**config.mk**
```make
export PLATFORM = sky130hd
export DESIGN_NAME = lin_master_frame_engine
export DESIGN_NICKNAME = d
export VERILOG_FILES = /design/src/lmfe_pkg.sv /design/src/lmfe_front.sv /design/src/lmfe_queue.sv /design/src/lmfe_back.sv /design/src/lin_master_frame_engine.sv
export SDC_FILE = /design/constraint.sdc
export NUM_CORES = 1
export LEC_CHECK = 0
export ABC_AREA = 1
export ABC_CLOCK_PERIOD_IN_PS = 11160
export BUFFER_PORTS_ARGS = -buffer_cell sky130_fd_sc_hd__buf_2
export CAP_MARGIN = 20
export CORE_MARGIN = 2
export CORE_UTILIZATION = 25
export DETAILED_ROUTE_END_ITERATION = 6
export SYNTH_ARGS = -nofsm -noshare
export SYNTH_HDL_FRONTEND = slang
export SYNTH_SLANG_ARGS = --single-unit
```
**constraint.sdc**
```tcl
create_clock -name clk -period 11.16 [get_ports clk]
set_input_delay 0.558 -clock clk [delete_from_list [all_inputs] [get_ports clk]]
set_output_delay 0.558 -clock clk [all_outputs]
set_load 0.02 [all_outputs]
```
**src/lmfe_pkg.sv**
```systemverilog
package lmfe_pkg;

    localparam int MAX_DATA_BYTES = 8;
    localparam int MAX_RESULTS    = 4;
    localparam int RES_IDX_W      = $clog2(MAX_RESULTS);
    localparam int RES_CNT_W      = $clog2(MAX_RESULTS + 1);
    localparam int QUEUE_DEPTH    = 4;
    localparam int QPTR_W         = $clog2(QUEUE_DEPTH);
    localparam int QCNT_W         = $clog2(QUEUE_DEPTH + 1);
    localparam int TICK_W         = 20;

    localparam logic [TICK_W-1:0] TIMEOUT_RESET = 20'd50000;
    localparam logic [7:0]        SYNC_BYTE     = 8'h55;
    localparam logic [5:0]        ENHANCED_LIM  = 6'h3C;
    localparam logic [7:0]        CSUM_GOOD     = 8'hFF;

    localparam logic [2:0] CMD_START_SEND = 3'd0;
    localparam logic [2:0] CMD_START_POLL = 3'd1;
    localparam logic [2:0] CMD_TX_BYTE    = 3'd2;
    localparam logic [2:0] CMD_RX_BYTE    = 3'd3;
    localparam logic [2:0] CMD_TICK       = 3'd4;

    localparam logic [2:0] KIND_BREAK   = 3'd0;
    localparam logic [2:0] KIND_TX      = 3'd1;
    localparam logic [2:0] KIND_RX      = 3'd2;
    localparam logic [2:0] KIND_OK      = 3'd3;
    localparam logic [2:0] KIND_CSERR   = 3'd4;
    localparam logic [2:0] KIND_TIMEOUT = 3'd5;
    localparam logic [2:0] KIND_REJECT  = 3'd6;

    typedef enum logic [1:0] {
        MODE_IDLE = 2'd0,
        MODE_SEND = 2'd1,
        MODE_POLL = 2'd2
    } mode_t;

    typedef struct packed {
        logic [2:0] cmd;
        logic [5:0] frame_id;
        logic [3:0] data_len;
        logic [7:0] byte_val;
    } in_item_t;

    typedef struct packed {
        logic [2:0] kind;
        logic [7:0] byte_out;
        logic       last;
    } out_item_t;

    typedef struct packed {
        logic [2:0] kind;
        logic [7:0] data;
    } result_t;

    typedef struct packed {
        logic [RES_CNT_W-1:0]          count;
        result_t [MAX_RESULTS-1:0]     res;
    } job_t;

    typedef struct packed {
        logic full;
        logic nonempty;
    } queue_status_t;

    function automatic logic [7:0] protect_id(input logic [5:0] id);
        logic p0;
        logic p1;
        p0 = id[0] ^ id[1] ^ id[2] ^ id[4];
        p1 = ~(id[1] ^ id[3] ^ id[4] ^ id[5]);
        return {p1, p0, id};
    endfunction

    function automatic logic [7:0] csum_add(input logic [7:0] acc, input logic [7:0] b);
        logic [8:0] s;
        s = {1'b0, acc} + {1'b0, b};
        return s[7:0] + {7'd0, s[8]};
    endfunction

endpackage

```
**src/lmfe_front.sv**
```systemverilog
module lmfe_front (
    input  logic                        clk,
    input  logic                        rst_n,
    input  logic                        in_valid,
    output logic                        in_ready,
    input  lmfe_pkg::in_item_t          in_item,
    input  logic                        cfg_wr_en,
    input  logic [lmfe_pkg::TICK_W-1:0] cfg_wr_data,
    input  lmfe_pkg::queue_status_t     q_status,
    output logic                        push,
    output lmfe_pkg::job_t              push_job
);
    import lmfe_pkg::*;

    mode_t             mode_reg, mode_next;
    logic [7:0]        acc_reg, acc_next;
    logic [3:0]        count_reg, count_next;
    logic [3:0]        len_reg, len_next;
    logic [TICK_W-1:0] wait_reg, wait_next;
    logic [TICK_W-1:0] limit_reg;

    logic       accept;
    logic [7:0] pid;
    logic [7:0] csum;
    logic [3:0] count_inc;
    logic       len_ok;
    logic       timed_out;
    job_t       job;

    assign in_ready  = !q_status.full;
    assign accept    = in_valid && in_ready;
    assign pid       = protect_id(in_item.frame_id);
    assign csum      = csum_add(acc_reg, in_item.byte_val);
    assign count_inc = count_reg + 4'd1;
    assign len_ok    = in_item.data_len <= 4'(MAX_DATA_BYTES);
    assign timed_out = wait_reg >= limit_reg;

    always_comb
    begin
        mode_next = mode_reg;
        if (accept)
        begin
            unique case (in_item.cmd)
                CMD_START_SEND:
                begin
                    if (mode_reg == MODE_IDLE && len_ok)
                        mode_next = (in_item.data_len == 4'd0) ? MODE_IDLE : MODE_SEND;
                end
                CMD_START_POLL:
                begin
                    if (mode_reg == MODE_IDLE && len_ok)
                        mode_next = MODE_POLL;
                end
                CMD_TX_BYTE:
                begin
                    if (mode_reg == MODE_SEND && count_inc >= len_reg)
                        mode_next = MODE_IDLE;
                end
                CMD_RX_BYTE:
                begin
                    if (mode_reg == MODE_POLL && count_reg >= len_reg)
                        mode_next = MODE_IDLE;
                end
                CMD_TICK:
                begin
                    if (mode_reg == MODE_POLL && timed_out)
                        mode_next = MODE_IDLE;
                end
                default:
                begin
                    mode_next = mode_reg;
                end
            endcase
        end
    end

    always_comb
    begin
        acc_next   = acc_reg;
        count_next = count_reg;
        len_next   = len_reg;
        wait_next  = wait_reg;
        job        = '0;
        if (accept)
        begin
            unique case (in_item.cmd)
                CMD_START_SEND, CMD_START_POLL:
                begin
                    if (mode_reg != MODE_IDLE || !len_ok)
                    begin
                        job.count      = RES_CNT_W'(1);
                        job.res[0]     = '{kind: KIND_REJECT, data: 8'd0};
                    end
                    else
                    begin
                        acc_next   = (in_item.frame_id < ENHANCED_LIM) ? pid : 8'd0;
                        count_next = 4'd0;
                        len_next   = in_item.data_len;
                        wait_next  = '0;
                        job.res[0] = '{kind: KIND_BREAK, data: 8'd0};
                        job.res[1] = '{kind: KIND_TX, data: SYNC_BYTE};
                        job.res[2] = '{kind: KIND_TX, data: pid};
                        job.count  = RES_CNT_W'(3);
                        if (in_item.cmd == CMD_START_SEND && in_item.data_len == 4'd0)
                        begin
                            job.res[3] = '{kind: KIND_TX, data: ~acc_next};
                            job.count  = RES_CNT_W'(4);
                        end
                    end
                end
                CMD_TX_BYTE:
                begin
                    job.count = RES_CNT_W'(1);
                    if (mode_reg != MODE_SEND)
                    begin
                        job.res[0] = '{kind: KIND_REJECT, data: 8'd0};
                    end
                    else
                    begin
                        acc_next   = csum;
                        count_next = count_inc;
                        job.res[0] = '{kind: KIND_TX, data: in_item.byte_val};
                        if (count_inc >= len_reg)
                        begin
                            job.res[1] = '{kind: KIND_TX, data: ~csum};
                            job.count  = RES_CNT_W'(2);
                        end
                    end
                end
                CMD_RX_BYTE:
                begin
                    job.count = RES_CNT_W'(1);
                    if (mode_reg != MODE_POLL)
                    begin
                        job.res[0] = '{kind: KIND_REJECT, data: 8'd0};
                    end
                    else
                    begin
                        acc_next = csum;
                        if (count_reg < len_reg)
                        begin
                            count_next = count_inc;
                            job.res[0] = '{kind: KIND_RX, data: in_item.byte_val};
                        end
                        else
                        begin
                            job.res[0].kind = (csum == CSUM_GOOD) ? KIND_OK : KIND_CSERR;
                        end
                    end
                end
                CMD_TICK:
                begin
                    if (mode_reg == MODE_POLL)
                    begin
                        if (timed_out)
                        begin
                            job.count  = RES_CNT_W'(1);
                            job.res[0] = '{kind: KIND_TIMEOUT, data: 8'd0};
                        end
                        else
                        begin
                            wait_next = wait_reg + TICK_W'(1);
                        end
                    end
                end
                default:
                begin
                    job.count  = RES_CNT_W'(1);
                    job.res[0] = '{kind: KIND_REJECT, data: 8'd0};
                end
            endcase
        end
    end

    assign push     = accept && (job.count != '0);
    assign push_job = job;

    always_ff @(posedge clk or negedge rst_n)
    begin
        if (!rst_n)
        begin
            mode_reg  <= MODE_IDLE;
            acc_reg   <= '0;
            count_reg <= '0;
            len_reg   <= '0;
            wait_reg  <= '0;
            limit_reg <= TIMEOUT_RESET;
        end
        else
        begin
            mode_reg  <= mode_next;
            acc_reg   <= acc_next;
            count_reg <= count_next;
            len_reg   <= len_next;
            wait_reg  <= wait_next;
            if (cfg_wr_en)
                limit_reg <= cfg_wr_data;
        end
    end

`ifndef SYNTHESIS
    a_no_push_full: assert property (@(posedge clk) disable iff (!rst_n)
        push |-> !q_status.full)
        else $error("push into full queue");
    a_send_has_room: assert property (@(posedge clk) disable iff (!rst_n)
        mode_reg == MODE_SEND |-> count_reg < len_reg)
        else $error("send frame past its length");
    a_idle_to_busy: assert property (@(posedge clk) disable iff (!rst_n)
        (mode_reg == MODE_IDLE && mode_next != MODE_IDLE) |-> push_job.count == RES_CNT_W'(3))
        else $error("frame start without header results");
`endif

endmodule

```
**src/lmfe_queue.sv**
```systemverilog
module lmfe_queue (
    input  logic                    clk,
    input  logic                    rst_n,
    input  logic                    push,
    input  lmfe_pkg::job_t          push_job,
    input  logic                    pop,
    output lmfe_pkg::job_t          pop_job,
    output lmfe_pkg::queue_status_t status
);
    import lmfe_pkg::*;

    job_t              mem_reg [QUEUE_DEPTH];
    logic [QPTR_W-1:0] wr_ptr_reg, wr_ptr_next;
    logic [QPTR_W-1:0] rd_ptr_reg, rd_ptr_next;
    logic [QCNT_W-1:0] cnt_reg, cnt_next;

    assign status.full     = cnt_reg == QCNT_W'(QUEUE_DEPTH);
    assign status.nonempty = cnt_reg != '0;
    assign pop_job         = mem_reg[rd_ptr_reg];

    always_comb
    begin
        wr_ptr_next = push ? wr_ptr_reg + QPTR_W'(1) : wr_ptr_reg;
        rd_ptr_next = pop ? rd_ptr_reg + QPTR_W'(1) : rd_ptr_reg;
        cnt_next    = cnt_reg + QCNT_W'(push) - QCNT_W'(pop);
    end

    always_ff @(posedge clk)
    begin
        if (push)
            mem_reg[wr_ptr_reg] <= push_job;
    end

    always_ff @(posedge clk or negedge rst_n)
    begin
        if (!rst_n)
        begin
            wr_ptr_reg <= '0;
            rd_ptr_reg <= '0;
            cnt_reg    <= '0;
        end
        else
        begin
            wr_ptr_reg <= wr_ptr_next;
            rd_ptr_reg <= rd_ptr_next;
            cnt_reg    <= cnt_next;
        end
    end

`ifndef SYNTHESIS
    a_no_pop_empty: assert property (@(posedge clk) disable iff (!rst_n)
        pop |-> status.nonempty)
        else $error("pop from empty queue");
    a_count_bound: assert property (@(posedge clk) disable iff (!rst_n)
        cnt_reg <= QCNT_W'(QUEUE_DEPTH))
        else $error("queue count overflow");
    a_ptr_match: assert property (@(posedge clk) disable iff (!rst_n)
        (cnt_reg == '0) |-> (wr_ptr_reg == rd_ptr_reg))
        else $error("empty queue with split pointers");
`endif

endmodule

```
**src/lmfe_back.sv**
```systemverilog
module lmfe_back (
    input  logic                    clk,
    input  logic                    rst_n,
    input  lmfe_pkg::queue_status_t q_status,
    input  lmfe_pkg::job_t          pop_job,
    output logic                    pop,
    output logic                    out_valid,
    input  logic                    out_ready,
    output lmfe_pkg::out_item_t     out_item
);
    import lmfe_pkg::*;

    job_t                 cur_reg, cur_next;
    logic [RES_IDX_W-1:0] idx_reg, idx_next;
    logic                 busy_reg, busy_next;
    logic                 out_valid_reg, out_valid_next;
    out_item_t            out_reg, out_next;

    logic    load_out;
    logic    emit;
    logic    finish;
    result_t cur_res;

    assign load_out = !out_valid_reg || out_ready;
    assign emit     = load_out && busy_reg;
    assign finish   = emit && (idx_reg == RES_IDX_W'(cur_reg.count - RES_CNT_W'(1)));
    assign pop      = q_status.nonempty && (!busy_reg || finish);
    assign cur_res  = cur_reg.res[idx_reg];

    always_comb
    begin
        busy_next      = busy_reg;
        cur_next       = cur_reg;
        idx_next       = idx_reg;
        out_valid_next = out_valid_reg;
        out_next       = out_reg;
        if (emit)
        begin
            out_valid_next    = 1'b1;
            out_next.kind     = cur_res.kind;
            out_next.byte_out = cur_res.data;
            out_next.last     = finish;
            idx_next          = idx_reg + RES_IDX_W'(1);
        end
        else if (out_ready)
        begin
            out_valid_next = 1'b0;
        end
        if (finish)
            busy_next = 1'b0;
        if (pop)
        begin
            busy_next = 1'b1;
            cur_next  = pop_job;
            idx_next  = '0;
        end
    end

    always_ff @(posedge clk)
    begin
        cur_reg <= cur_next;
        out_reg <= out_next;
    end

    always_ff @(posedge clk or negedge rst_n)
    begin
        if (!rst_n)
        begin
            busy_reg      <= 1'b0;
            idx_reg       <= '0;
            out_valid_reg <= 1'b0;
        end
        else
        begin
            busy_reg      <= busy_next;
            idx_reg       <= idx_next;
            out_valid_reg <= out_valid_next;
        end
    end

    assign out_valid = out_valid_reg;
    assign out_item  = out_reg;

`ifndef SYNTHESIS
    a_idx_in_job: assert property (@(posedge clk) disable iff (!rst_n)
        busy_reg |-> (RES_CNT_W'(idx_reg) < cur_reg.count))
        else $error("result index past job");
    a_pop_when_free: assert property (@(posedge clk) disable iff (!rst_n)
        pop |-> (!busy_reg || finish))
        else $error("job popped while busy");
    a_emit_loads: assert property (@(posedge clk) disable iff (!rst_n)
        emit |=> out_valid_reg)
        else $error("emitted result not shown");
`endif

endmodule

```
**src/lin_master_frame_engine.sv**
```systemverilog
// Channel   Signals                               Accepted when
// input     in_valid, in_ready, in_item           in_valid && in_ready
// output    out_valid, out_ready, out_item        out_valid && out_ready
// config    cfg_wr_en, cfg_wr_data                cfg_wr_en
//
// An item is classified and the frame state updated in the cycle it is accepted;
// items with no result (ticks that do not time out) flow at one per cycle while the queue is not full.
// With an empty queue, a job passes the queue and the current-job register to out_valid.
// Each item's results (up to four) leave the output register at one per cycle unless out_ready holds them.
// A four-entry job queue lets input run ahead; in_ready drops only when it is full.
// Reset clears frame state, queue and output valid; the timeout limit resets to 50000.
module lin_master_frame_engine (
    input  logic                        clk,
    input  logic                        rst_n,
    input  logic                        in_valid,
    output logic                        in_ready,
    input  lmfe_pkg::in_item_t          in_item,
    output logic                        out_valid,
    input  logic                        out_ready,
    output lmfe_pkg::out_item_t         out_item,
    input  logic                        cfg_wr_en,
    input  logic [lmfe_pkg::TICK_W-1:0] cfg_wr_data
);
    import lmfe_pkg::*;

    queue_status_t q_status;
    logic          push;
    logic          pop;
    job_t          push_job;
    job_t          pop_job;

    lmfe_front u_front (
        .clk         (clk),
        .rst_n       (rst_n),
        .in_valid    (in_valid),
        .in_ready    (in_ready),
        .in_item     (in_item),
        .cfg_wr_en   (cfg_wr_en),
        .cfg_wr_data (cfg_wr_data),
        .q_status    (q_status),
        .push        (push),
        .push_job    (push_job)
    );

    lmfe_queue u_queue (
        .clk      (clk),
        .rst_n    (rst_n),
        .push     (push),
        .push_job (push_job),
        .pop      (pop),
        .pop_job  (pop_job),
        .status   (q_status)
    );

    lmfe_back u_back (
        .clk       (clk),
        .rst_n     (rst_n),
        .q_status  (q_status),
        .pop_job   (pop_job),
        .pop       (pop),
        .out_valid (out_valid),
        .out_ready (out_ready),
        .out_item  (out_item)
    );

endmodule
```
; ---- Word level (Yosys, flattened, before mapping)
; Memories as Yosys holds them, arrays and structs flattened. A register that Yosys moved wholly into a read port is not among the register bits.
; Cells that the tools add are included.
[word_totals]
inputBits = 46
mem_count = 1
register_bits = 81
ram_bits = 188
[op_classes]
n_mux = 53
n_eq_ne = 22
n_lt_le_gt_ge = 7
n_addsub = 10
reduce_logical = 35
bitwise = 10
[mem_list]
columns = name, words, word_bits, read_ports, rd_ports_with_merged_regs, write_ports, line_no
row1 = u_queue.mem_reg, 4, 47, 1, 1, 1, lmfe_queue.sv:12  ; job_t mem_reg [QUEUE_DEPTH];
[ops]
columns = operator, count
row1 = 11-bit two-way mux, 7
row2 = 20-bit two-way mux, 3
row3 = 47-bit two-way mux, 1
row4 = 11-bit one-hot mux with 4 select lines, 1
row5 = 8-bit two-way mux, 5
row6 = 20-bit one-hot mux with 2 select lines, 1
row7 = 33-bit two-way mux, 1
row8 = 8-bit one-hot mux with 3 select lines, 1
row9 = 11-bit binary-select mux with 2-bit select, 1
row10 = 22-bit two-way mux, 1
row11 = 11-bit one-hot mux with 2 select lines, 1
row12 = "20-bit by 1-bit adder with 20-bit output, second input constant", 1
row13 = 20-bit greater-or-equal comparator, 1
row14 = 2-bit two-way mux, 8
row15 = 4-bit two-way mux, 4
row16 = "2-bit by 1-bit != test with 1-bit output, second input constant", 8
row17 = 8-bit NOT, 2
row18 = 3-bit two-way mux, 5
row19 = 14-bit two-way mux, 1
row20 = 4-bit one-hot mux with 3 select lines, 1
row21 = 1-bit logical AND, 10
row22 = "2-bit != test, second input constant", 5
row23 = 2-bit one-hot mux with 5 select lines, 1
row24 = 5-bit AND reduction, 2
row25 = other kinds (36), 65

; ---- Depth between registers and ports, before layout
; Gate-level depths: netlist of run 1.
[logic_depth]
ltp_word = 14
depth_mapped = 22

; ---- Hierarchy
; A second synthesis of run 1 with hierarchy kept.
[hier_totals]
cells_unflattened = 1642
hier_area_um2 = 15484.9
[by_module_without_submodules]
columns = mod, area_per_inst_um2, seq_area_each_um2, cells_per_inst, instances
row1 = lmfe_queue, 8325.5, 5820.6, 784, 1
row2 = lmfe_front, 4857.2, 1458.9, 705, 1
row3 = lmfe_back, 2302.2, 1841.8, 153, 1

; ---- Worst setup path before layout of run 1
; No wires, ideal clock.
[synth_path]
kind = register to register
startpoint = register u_front.count_reg[0]
endpoint = memory u_queue.mem_reg[0][0] (netlist bit) (enable)
stages_incl_launch_ff = 12
t_arrival_ns = 3.574
n_path_buf = 0
setup_ns = 0.437
synth_period_minus_slack_ns = 4.012
setup_slack_ns = 7.148
path_cell_list = dfrtp_1 > ha_1 > xnor2_1 > inv_1 > ha_1 > a21oi_1 > o21bai_1 > o21ai_0 > nor3_2 > nand3_1 > nand2_1 > nor2_1
[synth_via]
elab_chain_len = 10
[synth_rtl]
columns = item, line_no
row1 = from (decl), lmfe_front.sv:17  ; logic [3:0] count_reg, count_next;
row2 = from (signal assigned), lmfe_front.sv:193  ; count_reg <= count_next;
row3 = 4-bit by 1-bit adder with 4-bit output, lmfe_front.sv:34  ; assign count_inc = count_reg + 4'd1;
row4 = 4-bit greater-or-equal comparator, lmfe_front.sv:123  ; if (count_inc >= len_reg)
row5 = 2-bit two-way mux, lmfe_front.sv:123
row6 = 3-bit two-way mux, lmfe_front.sv:114  ; if (mode_reg != MODE_SEND)
row7 = 3-bit one-hot mux with 3 select lines, lmfe_front.sv:86  ; unique case (in_item.cmd)
row8 = 47-bit two-way mux, lmfe_front.sv:84  ; if (accept)
row9 = 3-bit nonzero test, lmfe_front.sv:175  ; assign push = accept && (job.count != '0);
row10 = 1-bit logical AND, lmfe_front.sv:175
row11 = 1-bit two-way mux, lmfe_queue.sv:30  ; if (push)
row12 = 1-bit two-way mux (not written as such), lmfe_queue.sv:31  ; mem_reg[wr_ptr_reg] <= push_job;
row13 = to (decl), lmfe_queue.sv:12
; Every way passes these cells.

; ---- Worst setup path in the final report of run 1
[layout_path]
startpoint = register u_front.wait_reg[5]
endpoint = register u_queue.cnt_reg[2]
[layout_via]
elab_chain_len = 9
[layout_rtl]
columns = item, line_no
row1 = from (decl), lmfe_front.sv:19  ; logic [TICK_W-1:0] wait_reg, wait_next;
row2 = from (signal assigned), lmfe_front.sv:195  ; wait_reg <= wait_next;
row3 = 20-bit greater-or-equal comparator, lmfe_front.sv:36  ; assign timed_out = wait_reg >= limit_reg;
row4 = 1-bit two-way mux, lmfe_front.sv:155  ; if (timed_out)
row5 = 3-bit two-way mux, lmfe_front.sv:153  ; if (mode_reg == MODE_POLL)
row6 = 3-bit one-hot mux with 3 select lines, lmfe_front.sv:86
row7 = 47-bit two-way mux, lmfe_front.sv:84
row8 = 3-bit nonzero test, lmfe_front.sv:175
row9 = 1-bit logical AND, lmfe_front.sv:175
row10 = net push, lin_master_frame_engine.sv:27  ; logic push;
row11 = 3-bit by 1-bit adder with 3-bit output, lmfe_queue.sv:25  ; cnt_next = cnt_reg + QCNT_W'(push) - QCNT_W'(pop);
row12 = 3-bit by 1-bit subtractor with 3-bit output, lmfe_queue.sv:25
row13 = net u_queue.cnt_next[2], lmfe_queue.sv:15  ; logic [QCNT_W-1:0] cnt_reg, cnt_next;
row14 = to (signal assigned), lmfe_queue.sv:46  ; cnt_reg <= cnt_next;
row15 = to (decl), lmfe_queue.sv:15
; The timed path passes the listed nets, and every way through them passes these cells.
; A chain may end at the register's enable or synchronous reset.

==> run_results.csv, run 1 <==
group,metric,value,unit
sta,worst_pin_slew,0.975,ns
final_layout,regArea,0.00810,mm^2
synthesis,synthSimpleGateAreaFrac,16.0,%
final_layout,multi_input_area,0.00428,mm^2
job,max-cap-violations,0,
grt,grt_usage,11.9,%
sta,slew_violations,0,
routing,vias,9212,
routing,wire_per_inst,15.8,um
clock_tree,post-cts-setup-buffers,0,
synthesis,synthesis.nets,1357,
power_and_ir_drop,p_per_area,250,mW/mm^2
grt,grt_pass1_wl,50500,um
routing,drtIter0Drc,841,
floorplan,die-area,0.0539,mm^2
grt,gr-total-overflow,0,
final_layout,n_antenna_cell,0,
final_layout,layout_commonest_cell,"edfxtp_1",
synthesis,synthesis.area,0.0130,mm^2
floorplan,dieHeight,232,um
sta,max_freq,288,MHz
routing,top_layer_used,"met4",
sta,finalSetupViolCount,0,
routing,routed-wl-met2,14800,um
sta,fin_crit_sh,31.1,%
critical_path,critPathCaptureType,"register",
sta,tns,0,ns
floorplan,ios,60,
sta,min_period,3.48,ns
synthesis,synth-adder-area-share,4.73,%
power_and_ir_drop,finalPower,0.00377,W
sta,rsz0062_at_grt,"false",
clock_tree,clock_sinks,281,
critical_path,path_class,"reg -> reg",
synthesis,yosysTopAreaCell,"edfxtp_1",
sta,hold_viol,0,
critical_path,crit_fanout,10,
clock_tree,clk_path_buf_depth,3,
synthesis,ys_seq_elements,281,
sta,finalWorstSetupSlack,7.68,ns
critical_path,worst_r2r_path_depth,14,
grt,grt_pass1_vias,9028,
synthesis,ys_seq_area_share,62.2,%
worst_hold_path,hp-class,"in -> async",
routing,wl_met1,14700,um
critical_path,cp-start-kind,"register",
synthesis,synth_mux_area_share,0.0865,%
clock_tree,cts_buffers,30,
synthesis,synth_xor_area_share,1.48,%
final_layout,mostFrequentLayoutCells,"212 x edfxtp_1, 193 x nor2_1, 186 x nand2_1, 148 x o21ai_0, 114 x inv_1",
synthesis,syn_inst,1263,
final_layout,largest_reg_flops,160,
synthesis,synth_top_family_by_area,"simple AND/OR/NAND/NOR gates",
outcome,outcome,"completed",
placed_design,post-place-ws,7.26,ns
placed_design,place.gp.congestion,0.846,
routing,avgViaCountPerCell,4.56,
synthesis,syn_area_per_cell,10.3,um^2
sta,slew_headroom,35.0,%
floorplan,initial_utilization,25.3,%
final_layout,drive_above_1_share,11.8,%
critical_path,worstPathArrival,3.92,ns
floorplan,core_area,0.0514,mm^2
final_layout,filler_cell_count,5361,
clock_tree,cts_resized,0,
routing,met3_length,1890,um
routing,ant_nets,0,
power_and_ir_drop,p_leak,5.88,nW
placed_design,port_buffers,59,
placed_design,hpwlAfterDp,21400,um
floorplan,fp-row-count,83,
synthesis,yosys_warnings,0,
synthesis,synth_area_leaders,"edfxtp_1 49%, dfrtp_1 12%, o21ai_0 5.7%",
routing,first_pass_iters,5,
clock_tree,cts_tree,"yes",
power_and_ir_drop,ir_drop,125,uV
critical_path,cp_data_required_time,11.60,ns
routing,drcViolationCount,0,
synthesis,ys_types,45,
clock_tree,root_buffer,"clkbuf_16",
synthesis,synth_top_area_share,48.9,%
clock_tree,htreeDepth,1,
clock_tree,clkLatencyLatePin,0.57,ns
final_layout,finalNetCount,1413,
sta,fin_skew,0.0168,ns
sta,hold_ws,0.137,ns
grt,grt_max_degree,83,
clock_tree,clk_pin_slew_worst_paths,0.06,ns
routing,wl,31900,um
synthesis,synth-compound-area-share,10.4,%
clock_tree,cts-hold-fix-buffers,0,
final_layout,area_delta_synth_final,15.7,%
grt,antenna_found_initial,1,
floorplan,die_x,232,um
Yosys cell counts, drive strengths merged:
| master | number |
|---|---|
| edfxtp | 212 |
| nand3b | 3 |
| buf | 9 |
| nand2 | 192 |
| o211ai | 2 |
| xor2 | 11 |
| o21bai | 2 |
| o22ai | 49 |
| xnor2 | 11 |
| nor4 | 4 |
| o2111ai | 1 |
| nor3b | 1 |
| o31ai | 1 |
| mux2 | 1 |
| a21boi | 2 |
| inv | 125 |
| a21oi | 33 |
| a31oi | 1 |
| nand3 | 54 |
| clkbuf | 36 |
| a211oi | 1 |
| nor2 | 204 |
| dfstp | 6 |
| clkinv | 1 |
| nand4 | 14 |
| nor3 | 16 |
| o21a | 3 |
| o21ai | 154 |
| or2 | 2 |
| dfrtp | 63 |
| ha | 46 |
| fa | 2 |
| a2bb2oi | 1 |
cells by family after synthesis:
family | Yosys count
fa+ha+maj | 48
buf+inv | 171
xor+xnor | 22
mux | 1
compound gates | 250
simple gates | 490
flops | 281
cell type report:
cell class | count | area share, %
Sequential cell | 281 | 53.8
Multi-Input combinational cell | 811 | 28.4
Tap cell | 680 | 5.65
Clock buffer | 38 | 5.25
Inverter | 126 | 3.14
Timing Repair Buffer | 69 | 2.48
Clock inverter | 16 | 1.27
report_power, final:
part / leakage (nW) / switching, W / total [W] / internal (W)
sequential: 2.87 / 0.000117 / 0.00159 / 0.00147
combinational: 2.54 / 0.000849 / 0.00119 / 0.000338
clock: 0.466 / 0.000406 / 0.000997 / 0.000591
total: 5.88 / 0.00137 / 0.00377 / 0.00240
final timing paths:
path / slack, ns / endpoint / start
min: 0.14 / u_front.len_reg[1] / rst_n
max reg2reg: 7.68 / u_queue.cnt_reg[2] / u_front.wait_reg[5]
max in group asynchronous: 10.32 / u_queue.rd_ptr_reg[0] / rst_n
min in group clk: 0.21 / u_front.limit_reg[16] / cfg_wr_data[16]
max: 7.68 / u_queue.cnt_reg[2] / u_front.wait_reg[5]
min reg2reg: 0.49 / u_front.limit_reg[15] / u_front.limit_reg[15]
worst max-delay path, stage by stage (launching register included):
cell      delay, ns
dfrtp_1        0.56
ha_1           0.32
a21oi_1        0.17
o21ai_0        0.10
nand2_1        0.07
nand3_1        0.08
a21boi_0       0.34
nand2_1        0.13
nand3_1        0.17
nand3_1        0.13
nand2_1        0.37
inv_1          0.13
ha_1           0.24
fa_1           0.39
xor2_1         0.17
metrics by stage:
stage	util (%)	area, um^2	instances
2_1_floorplan	-	13000	1263
3_3_place_gp	27.4	14100	1966
3_5_place_dp	27.4	14100	1966
4_1_cts	29.3	15100	2020
5_1_grt	29.3	15100	2021
6_report	29.3	15100	2021
metal layers:
metal | up-vias | global-route usage [%]
met5 | - | 0
met4 | 0 | 2.62
met3 | 36 | 1.63
met2 | 259 | 19.4
met1 | 4474 | 16.8
li1 | 4443 | -
(Power assumes the default switching activity.)
==> run 2, diff against run 1 <==
--- a/config.mk
+++ b/config.mk
@@ -5,8 +5,8 @@
 export SDC_FILE = /design/constraint.sdc
 export NUM_CORES = 1
 export LEC_CHECK = 0
-export ABC_AREA = 1
-export ABC_CLOCK_PERIOD_IN_PS = 11160
+export ABC_AREA = 0
+export ABC_CLOCK_PERIOD_IN_PS = 3600
 export BUFFER_PORTS_ARGS = -buffer_cell sky130_fd_sc_hd__buf_2
 export CAP_MARGIN = 20
 export CORE_MARGIN = 2
==> constraint.sdc (replaced) <==
create_clock -name clk -period 3.6 [get_ports clk]
set_input_delay 0.18 -clock clk [delete_from_list [all_inputs] [get_ports clk]]
set_output_delay 0.18 -clock clk [all_outputs]
set_load 0.02 [all_outputs]
==> run 2 against run 1 <==
  * Clock power rose to 3.3 times the previous value
  * Critical path depth down 1
  * Largest power group unchanged
  * Register-to-register slack worse by 7.6 ns
  * Combinational power rose to 2.7 times the previous value
  * Die area down 1.5%
  * Non-clock buffer count up 44
  * First-iteration DRC count down 41%
  * Sequential cell count unchanged
  * Largest cell class unchanged
  * Clock skew up 0.010 ns
==> run_results.csv, run 2 <==
group,metric,value,unit
floorplan,fp-row-count,82,
routing,drcViolationCount,0,
floorplan,dieHeight,230,um
routing,ant_nets,0,
floorplan,core_area,0.0504,mm^2
power_and_ir_drop,netSwitchingPower,0.00341,W
routing,wl,28500,um
critical_path,path_common_cell,"ha_2",
critical_path,cp_data_required_time,3.90,ns
grt,grt_pass1_wl,45300,um
final_layout,multi_input_area,0.00445,mm^2
outcome,outcome,"completed",
synthesis,synth_area_leaders,"edfxtp_1 50%, dfrtp_1 12%, mux4_2 8.6%",
worst_hold_path,hold_path_end,"u_queue.mem_reg[3][2]",
grt,use_met1,14.4,%
power_and_ir_drop,p_per_area,724,mW/mm^2
final_layout,regArea,0.00810,mm^2
sta,hold_viol,0,
synthesis,ys_seq_area_share,63.2,%
power_and_ir_drop,ir_drop,318,uV
grt,gr-total-overflow,0,
grt,grt_max_degree,49,
final_layout,mostFrequentLayoutCells,"212 x edfxtp_1, 75 x nand2_1, 62 x dfrtp_1, 58 x buf_2, 51 x nor2_1",
power_and_ir_drop,p_sw_share,30.4,%
sta,max_freq,286,MHz
synthesis,ys_seq_elements,281,
worst_hold_path,min-delay-start,"in_item[2]",
sta,fin_skew,0.0271,ns
synthesis,ys_types,77,
synthesis,yosysMostFrequentCell,"edfxtp_1",
placed_design,place.gp.congestion,0.837,
final_layout,stdcell_count,1687,
placed_design,placed_cell_area,0.0141,mm^2
synthesis,async_reset_ff_share,24.6,%
final_layout,area_delta_synth_final,21.1,%
synthesis,syn_inst,883,
final_layout,filler_cell_count,4965,
routing,vias,7479,
critical_path,critPathCaptureType,"register",
synthesis,synthesis.nets,977,
clock_tree,cts_buffers,31,
synthesis,yosysTopAreaCell,"edfxtp_1",
placed_design,hpwlAfterDp,19600,um
critical_path,r2r_end,"u_queue.mem_reg[1][16]",
final_layout,finalNetCount,1086,
synthesis,syn_area_per_cell,14.5,um^2
critical_path,cp-startpoint,"u_front.acc_reg[0]",
sta,min_period,3.49,ns
final_layout,drive_above_1_share,24.0,%
critical_path,max_stage_delay,0.52,ns
clock_tree,htreeDepth,1,
grt,grt_usage,10.9,%
critical_path,reg2reg_from,"u_front.acc_reg[0]",
critical_path,crit_fanout,6,
synthesis,yosys_warnings,0,
power_and_ir_drop,p_int,0.00782,W
floorplan,ios,60,
worst_hold_path,hp-class,"in -> reg",
sta,slew_headroom,44.4,%
critical_path,worst_r2r_path_depth,13,
critical_path,slowest_stage,"or3_1",
critical_path,path_buf_inv,1,
clock_tree,clk_pin_slew_worst_paths,0.06,ns
sta,fin_crit_sh,97.0,%
clock_tree,cts_tree,"yes",
critical_path,r2r_setup_slack,0.11,ns
critical_path,path_cells,"ha_2 > inv_1 > fa_2 > nor2b_2 > o311ai_2 > a21oi_2 > o21ai_0 > nand2b_1 > ha_2 > nand3_1 > or3_1 > xnor2_1 > nor3_1",
routing,drtIter0Drc,492,
floorplan,die_x,230,um
power_and_ir_drop,p_leak,5.64,nW
routing,first_pass_iters,5,
placed_design,place_inst,1599,
clock_tree,clock_sinks,281,
critical_path,worstPathArrival,3.80,ns
synthesis,synth.top_cells.by_count,"212 x edfxtp_1, 75 x nand2_1, 63 x dfrtp_1",
floorplan,initial_utilization,25.4,%
synthesis,synthesis.area,0.0128,mm^2
grt,antenna_found_initial,6,
clock_tree,clk_path_buf_depth,3,
critical_path,path_class,"reg -> reg",
synthesis,synth_top_area_share,49.7,%
clock_tree,root_buffer,"clkbuf_16",
routing,avgViaCountPerCell,4.43,
final_layout,stdcell_area,0.0155,mm^2
power_and_ir_drop,combinationalPowerShare,28.8,%
grt,use_met2,18.2,%
synthesis,synth_ff_type,"edfxtp_1",
sta,finalSetupViolCount,0,
synthesis,synth_edf_count,212,
grt,grt_pass1_vias,7826,
sta,worst_pin_slew,0.833,ns
placed_design,port_buffers,59,
worst_hold_path,min_path_cells,2,
grt,grt_util_met3,2.22,%
grt,grt-busiest-layer,"met2",
power_and_ir_drop,clockPowerShare,29.7,%
final_layout,layout_commonest_cell,"edfxtp_1",
critical_path,crit_family,"simple AND/OR/NAND/NOR gates",
routing,wire_per_inst,16.9,um
sta,slew_violations,0,
job,max-cap-violations,0,
clock_tree,clkLatencyLatePin,0.59,ns
critical_path,cp-start-kind,"register",
floorplan,die-area,0.0531,mm^2
power_and_ir_drop,power_frac_seq,41.5,%
final_layout,largest_reg_flops,160,
run 2: cell types whose count changed in the layout (fill, tap and decap cells not counted), moves of 46 or more:
cell / change
o22ai_1: -46
nor2_1: -142
nand2_1: -111
o21ai_0: -108
mux4_2: +49
inv_1: -69
run 2: metal layers:
layer | wire length [um] | part of all wire, %
met5 | 35 | 0.12
met4 | 714 | 2.5
met3 | 1640 | 5.7
met2 | 13600 | 48
met1 | 12600 | 44
run 2: through the flow:
| stage | setup slack, ns | setup TNS (ns) | hold slack [ns] | util [%] | total power (W) |
|---|---|---|---|---|---|
| global route | -0.0490 | -0.551 | 0.0359 | 30.8 | 0.0119 |
| floorplan | 0.0645 | 0 | -0.116 | - | 0.00690 |
| CTS | 0.0229 | 0 | 0.0104 | 30.7 | 0.0113 |
| global placement | 0.0758 | 0 | 0.287 | 27.9 | 0.00783 |
| finish | 0.107 | 0 | 0.0361 | 30.8 | 0.0112 |
| detailed placement | -0.0476 | -0.365 | 0.300 | 27.9 | 0.00791 |
run 2: power by group through the flow:
stage | Clock [W] | Sequential (W) | Combinational, W
finish | 0.00333 | 0.00466 | 0.00324
global route | 0.00356 | 0.00474 | 0.00357
CTS | 0.00343 | 0.00468 | 0.00322
detailed placement | 0 | 0.00474 | 0.00317
global placement | 0 | 0.00471 | 0.00312
floorplan | 0 | 0.00466 | 0.00224
run 2: cell families (layout without fill, tap and decap cells):
logic type / after synthesis / after routing / synth area share [%]
XOR/XNOR: 44 / 44 / 3.01
adder cells (fa/ha/maj): 49 / 49 / 4.88
AND/OR/NAND/NOR: 246 / 246 / 10.4
AO/OA/AOI/OAI: 121 / 121 / 6.42
buffers and inverters: 84 / 215 / 2.62
other: 0 / 1 / 0
flip-flops: 281 / 281 / 63.2
multiplexers: 58 / 58 / 9.42
run 2: how the worst max path moves through the flow:
stage / cells after the start / slack [ns] / to
floorplan: 8 / 0.06 / u_queue.mem_reg[0][0]
CTS: 14 / 0.02 / u_queue.mem_reg[1][9]
detailed placement: 16 / -0.05 / u_queue.mem_reg[0][10]
global placement: 16 / 0.08 / u_queue.mem_reg[0][10]
global route: 13 / -0.05 / u_queue.mem_reg[1][16]
finish: 13 / 0.11 / u_queue.mem_reg[1][16]
run 2: repair_timing:
action	in CTS	in global routing
gates cloned	0	0
setup buffers	0	3
hold buffers	29	0
pin swaps	0	4
endpoints found under the setup margin	8	31
resized for setup	2	10
endpoints found under the hold margin	79	0
run 2: area by class of cell:
cell class | instances | share of cell area, %
multi-input cells | 518 | 28.7
clock inverters | 18 | 1.69
flip-flops and latches | 281 | 52.2
diodes | 1 | 0.0161
inverters | 47 | 1.14
well taps | 672 | 5.42
repair buffers | 113 | 5.64
clock buffers | 37 | 5.21
==> run 3, diff against run 2 <==
--- a/config.mk
+++ b/config.mk
@@ -11,7 +11,9 @@
 export CAP_MARGIN = 20
 export CORE_MARGIN = 2
 export CORE_UTILIZATION = 25
+export CTS_BUF_LIST = sky130_fd_sc_hd__clkbuf_16
 export DETAILED_ROUTE_END_ITERATION = 6
 export SYNTH_ARGS = -nofsm -noshare
 export SYNTH_HDL_FRONTEND = slang
+export SYNTH_HIERARCHICAL = 1
 export SYNTH_SLANG_ARGS = --single-unit
==> run 3 against run 2 <==
  * Clock-buffer cell count fell by 3
  * Critical path depth did not move
  * Cell count rose by 7.8%
  * Largest cell class unchanged
==> run_results.csv, run 3 <==
group,metric,value,unit
outcome,outcome,"completed",
floorplan,fp-row-count,86,
synthesis,synthesis.area,0.0139,mm^2
clock_tree,clkLatencyLatePin,0.55,ns
critical_path,critPathCaptureType,"register",
critical_path,reg2reg_from,"u_front/acc_reg[0]",
sta,hold_viol,0,
routing,ant_nets,0,
critical_path,crit_fanout,4,
routing,wire_per_inst,16.4,um
critical_path,r2r_setup_slack,0.16,ns
sta,slew_headroom,50.7,%
job,max-cap-violations,0,
clock_tree,htreeDepth,2,
clock_tree,cts_tree,"yes",
floorplan,die_x,240,um
grt,grt_pass1_wl,46400,um
floorplan,dieHeight,240,um
clock_tree,clk_pin_slew_worst_paths,0.06,ns
routing,avgViaCountPerCell,4.38,
critical_path,worst_r2r_path_depth,13,
sta,finalWorstSetupSlack,0.164,ns
routing,drcViolationCount,0,
final_layout,stdcell_area,0.0165,mm^2
routing,wl,29900,um
clock_tree,clock_sinks,311,
floorplan,core_area,0.0550,mm^2
synthesis,syn_inst,934,
final_layout,area_delta_synth_final,18.5,%
sta,max_freq,291,MHz
final_layout,largest_reg_flops,184,
clock_tree,root_buffer,"clkbuf_16",
grt,antenna_found_initial,2,
placed_design,placed_cell_area,0.0151,mm^2
synthesis,yosys_warnings,6,
grt,grt_util_met3,2.33,%
grt,grt_usage,10.6,%
final_layout,layout_commonest_cell,"edfxtp_1",
routing,first_pass_iters,5,
floorplan,ios,60,
sta,slew_violations,0,
worst_hold_path,min_path_cells,2,
power_and_ir_drop,ir_drop,340,uV
power_and_ir_drop,p_leak,6.07,nW
grt,grt_pass1_vias,8165,
critical_path,cp_data_required_time,3.95,ns
worst_hold_path,hold_path_end,"u_queue/mem_reg[3][6]",
worst_hold_path,min-delay-start,"in_item[6]",
synthesis,syn_area_per_cell,14.9,um^2
clock_tree,cts_buffers,34,
placed_design,hpwlAfterDp,19600,um
grt,use_met1,13.8,%
sta,fin_crit_sh,95.5,%
grt,use_met2,17.5,%
critical_path,path_class,"reg -> reg",
final_layout,finalNetCount,1138,
placed_design,place.gp.congestion,0.839,
critical_path,r2r_end,"u_queue/mem_reg[3][9]",
grt,grt-busiest-layer,"met2",
clock_tree,clk_path_buf_depth,3,
placed_design,post-place-ws,0.0692,ns
grt,gr-total-overflow,0,
routing,vias,7966,
sta,finalSetupViolCount,0,
power_and_ir_drop,p_per_area,721,mW/mm^2
floorplan,initial_utilization,25.3,%
sta,min_period,3.44,ns
critical_path,cp-start-kind,"register",
floorplan,die-area,0.0575,mm^2
placed_design,port_buffers,59,
worst_hold_path,hp-class,"in -> reg",
grt,grt_max_degree,49,
final_layout,drive_above_1_share,20.7,%
final_layout,mostFrequentLayoutCells,"242 x edfxtp_1, 75 x nand2_1, 61 x dfrtp_1, 58 x buf_2, 55 x mux4_2",
sta,fin_skew,0.0269,ns
critical_path,worstPathArrival,3.78,ns
sta,worst_pin_slew,0.740,ns
routing,drtIter0Drc,548,
run 3: per-stage QoR:
stage	setup TNS [ns]	power, W	instances	hold slack [ns]	utilization [%]
2_1_floorplan	0	0.00774	939	-0.116	-
3_3_place_gp	0	0.00864	1728	0.277	27.5
3_5_place_dp	0	0.00874	1728	0.288	27.5
4_1_cts	0	0.0120	1816	0.0429	29.9
5_1_grt	-0.104	0.0125	1818	0.0746	29.9
6_report	0	0.0119	1819	0.0716	29.9
run 3: what timing repair did:
item                                   4_1_cts  5_1_grt
hold buffers                                26        0
setup buffers                                0        2
resized for setup                            0        5
endpoints found under the hold margin       66        0
setup endpoints to repair                    0       12
run 3: per-layer routing:
metal / part of all wire (%) / vias to the layer above / wire length (um)
li1: - / 3752 / -
met1: 45 / 3991 / 13600
met2: 48 / 173 / 14200
met3: 4.7 / 46 / 1410
met4: 2.3 / 4 / 698
met5: 0.080 / - / 24
run 3: worst max-delay path by stage:
stage	from	to	slack (ns)	cells after the start
after floorplan	u_back/idx_reg[1]	u_queue/cnt_reg[2]	0.12	12
after global placement	u_front/acc_reg[0]	u_queue/mem_reg[0][10]	0.18	14
after detailed placement	u_front/acc_reg[0]	u_queue/mem_reg[2][9]	0.07	13
after CTS	u_front/acc_reg[0]	u_queue/mem_reg[2][9]	0.05	13
after global routing	u_front/acc_reg[0]	u_queue/mem_reg[3][9]	-0.03	13
final	u_front/acc_reg[0]	u_queue/mem_reg[3][9]	0.16	13
run 3: worst max-delay path: stages (launching register included):
cell and delay (ns):
dfrtp_1 0.39, ha_2 0.20, fa_2 0.36, a211oi_2 0.27, o21ai_1 0.12, a21oi_1 0.17, o21bai_1 0.09, ha_1 0.23
ha_1 0.21, xor2_1 0.21, nand4_1 0.12, or3b_4 0.39, o21bai_4 0.19, a221oi_4 0.29
run 3: where the power goes:
part | total [W] | internal [W] | leakage, nW | switching [W]
combinational | 0.00340 | 0.00155 | 2.39 | 0.00185
clock | 0.00319 | 0.00175 | 0.536 | 0.00144
sequential | 0.00527 | 0.00489 | 3.14 | 0.000386
total | 0.0119 | 0.00819 | 6.07 | 0.00368
run 3: cell type report:
class / instances / area, um^2
Fill cell: 5443 / 38500
Sequential cell: 311 / 9000
Multi-Input combinational cell: 540 / 4510
Tap cell: 748 / 936
Clock buffer: 34 / 851
Timing Repair Buffer: 112 / 823
Clock inverter: 28 / 169
Inverter: 45 / 169
Antenna cell: 1 / 2.50
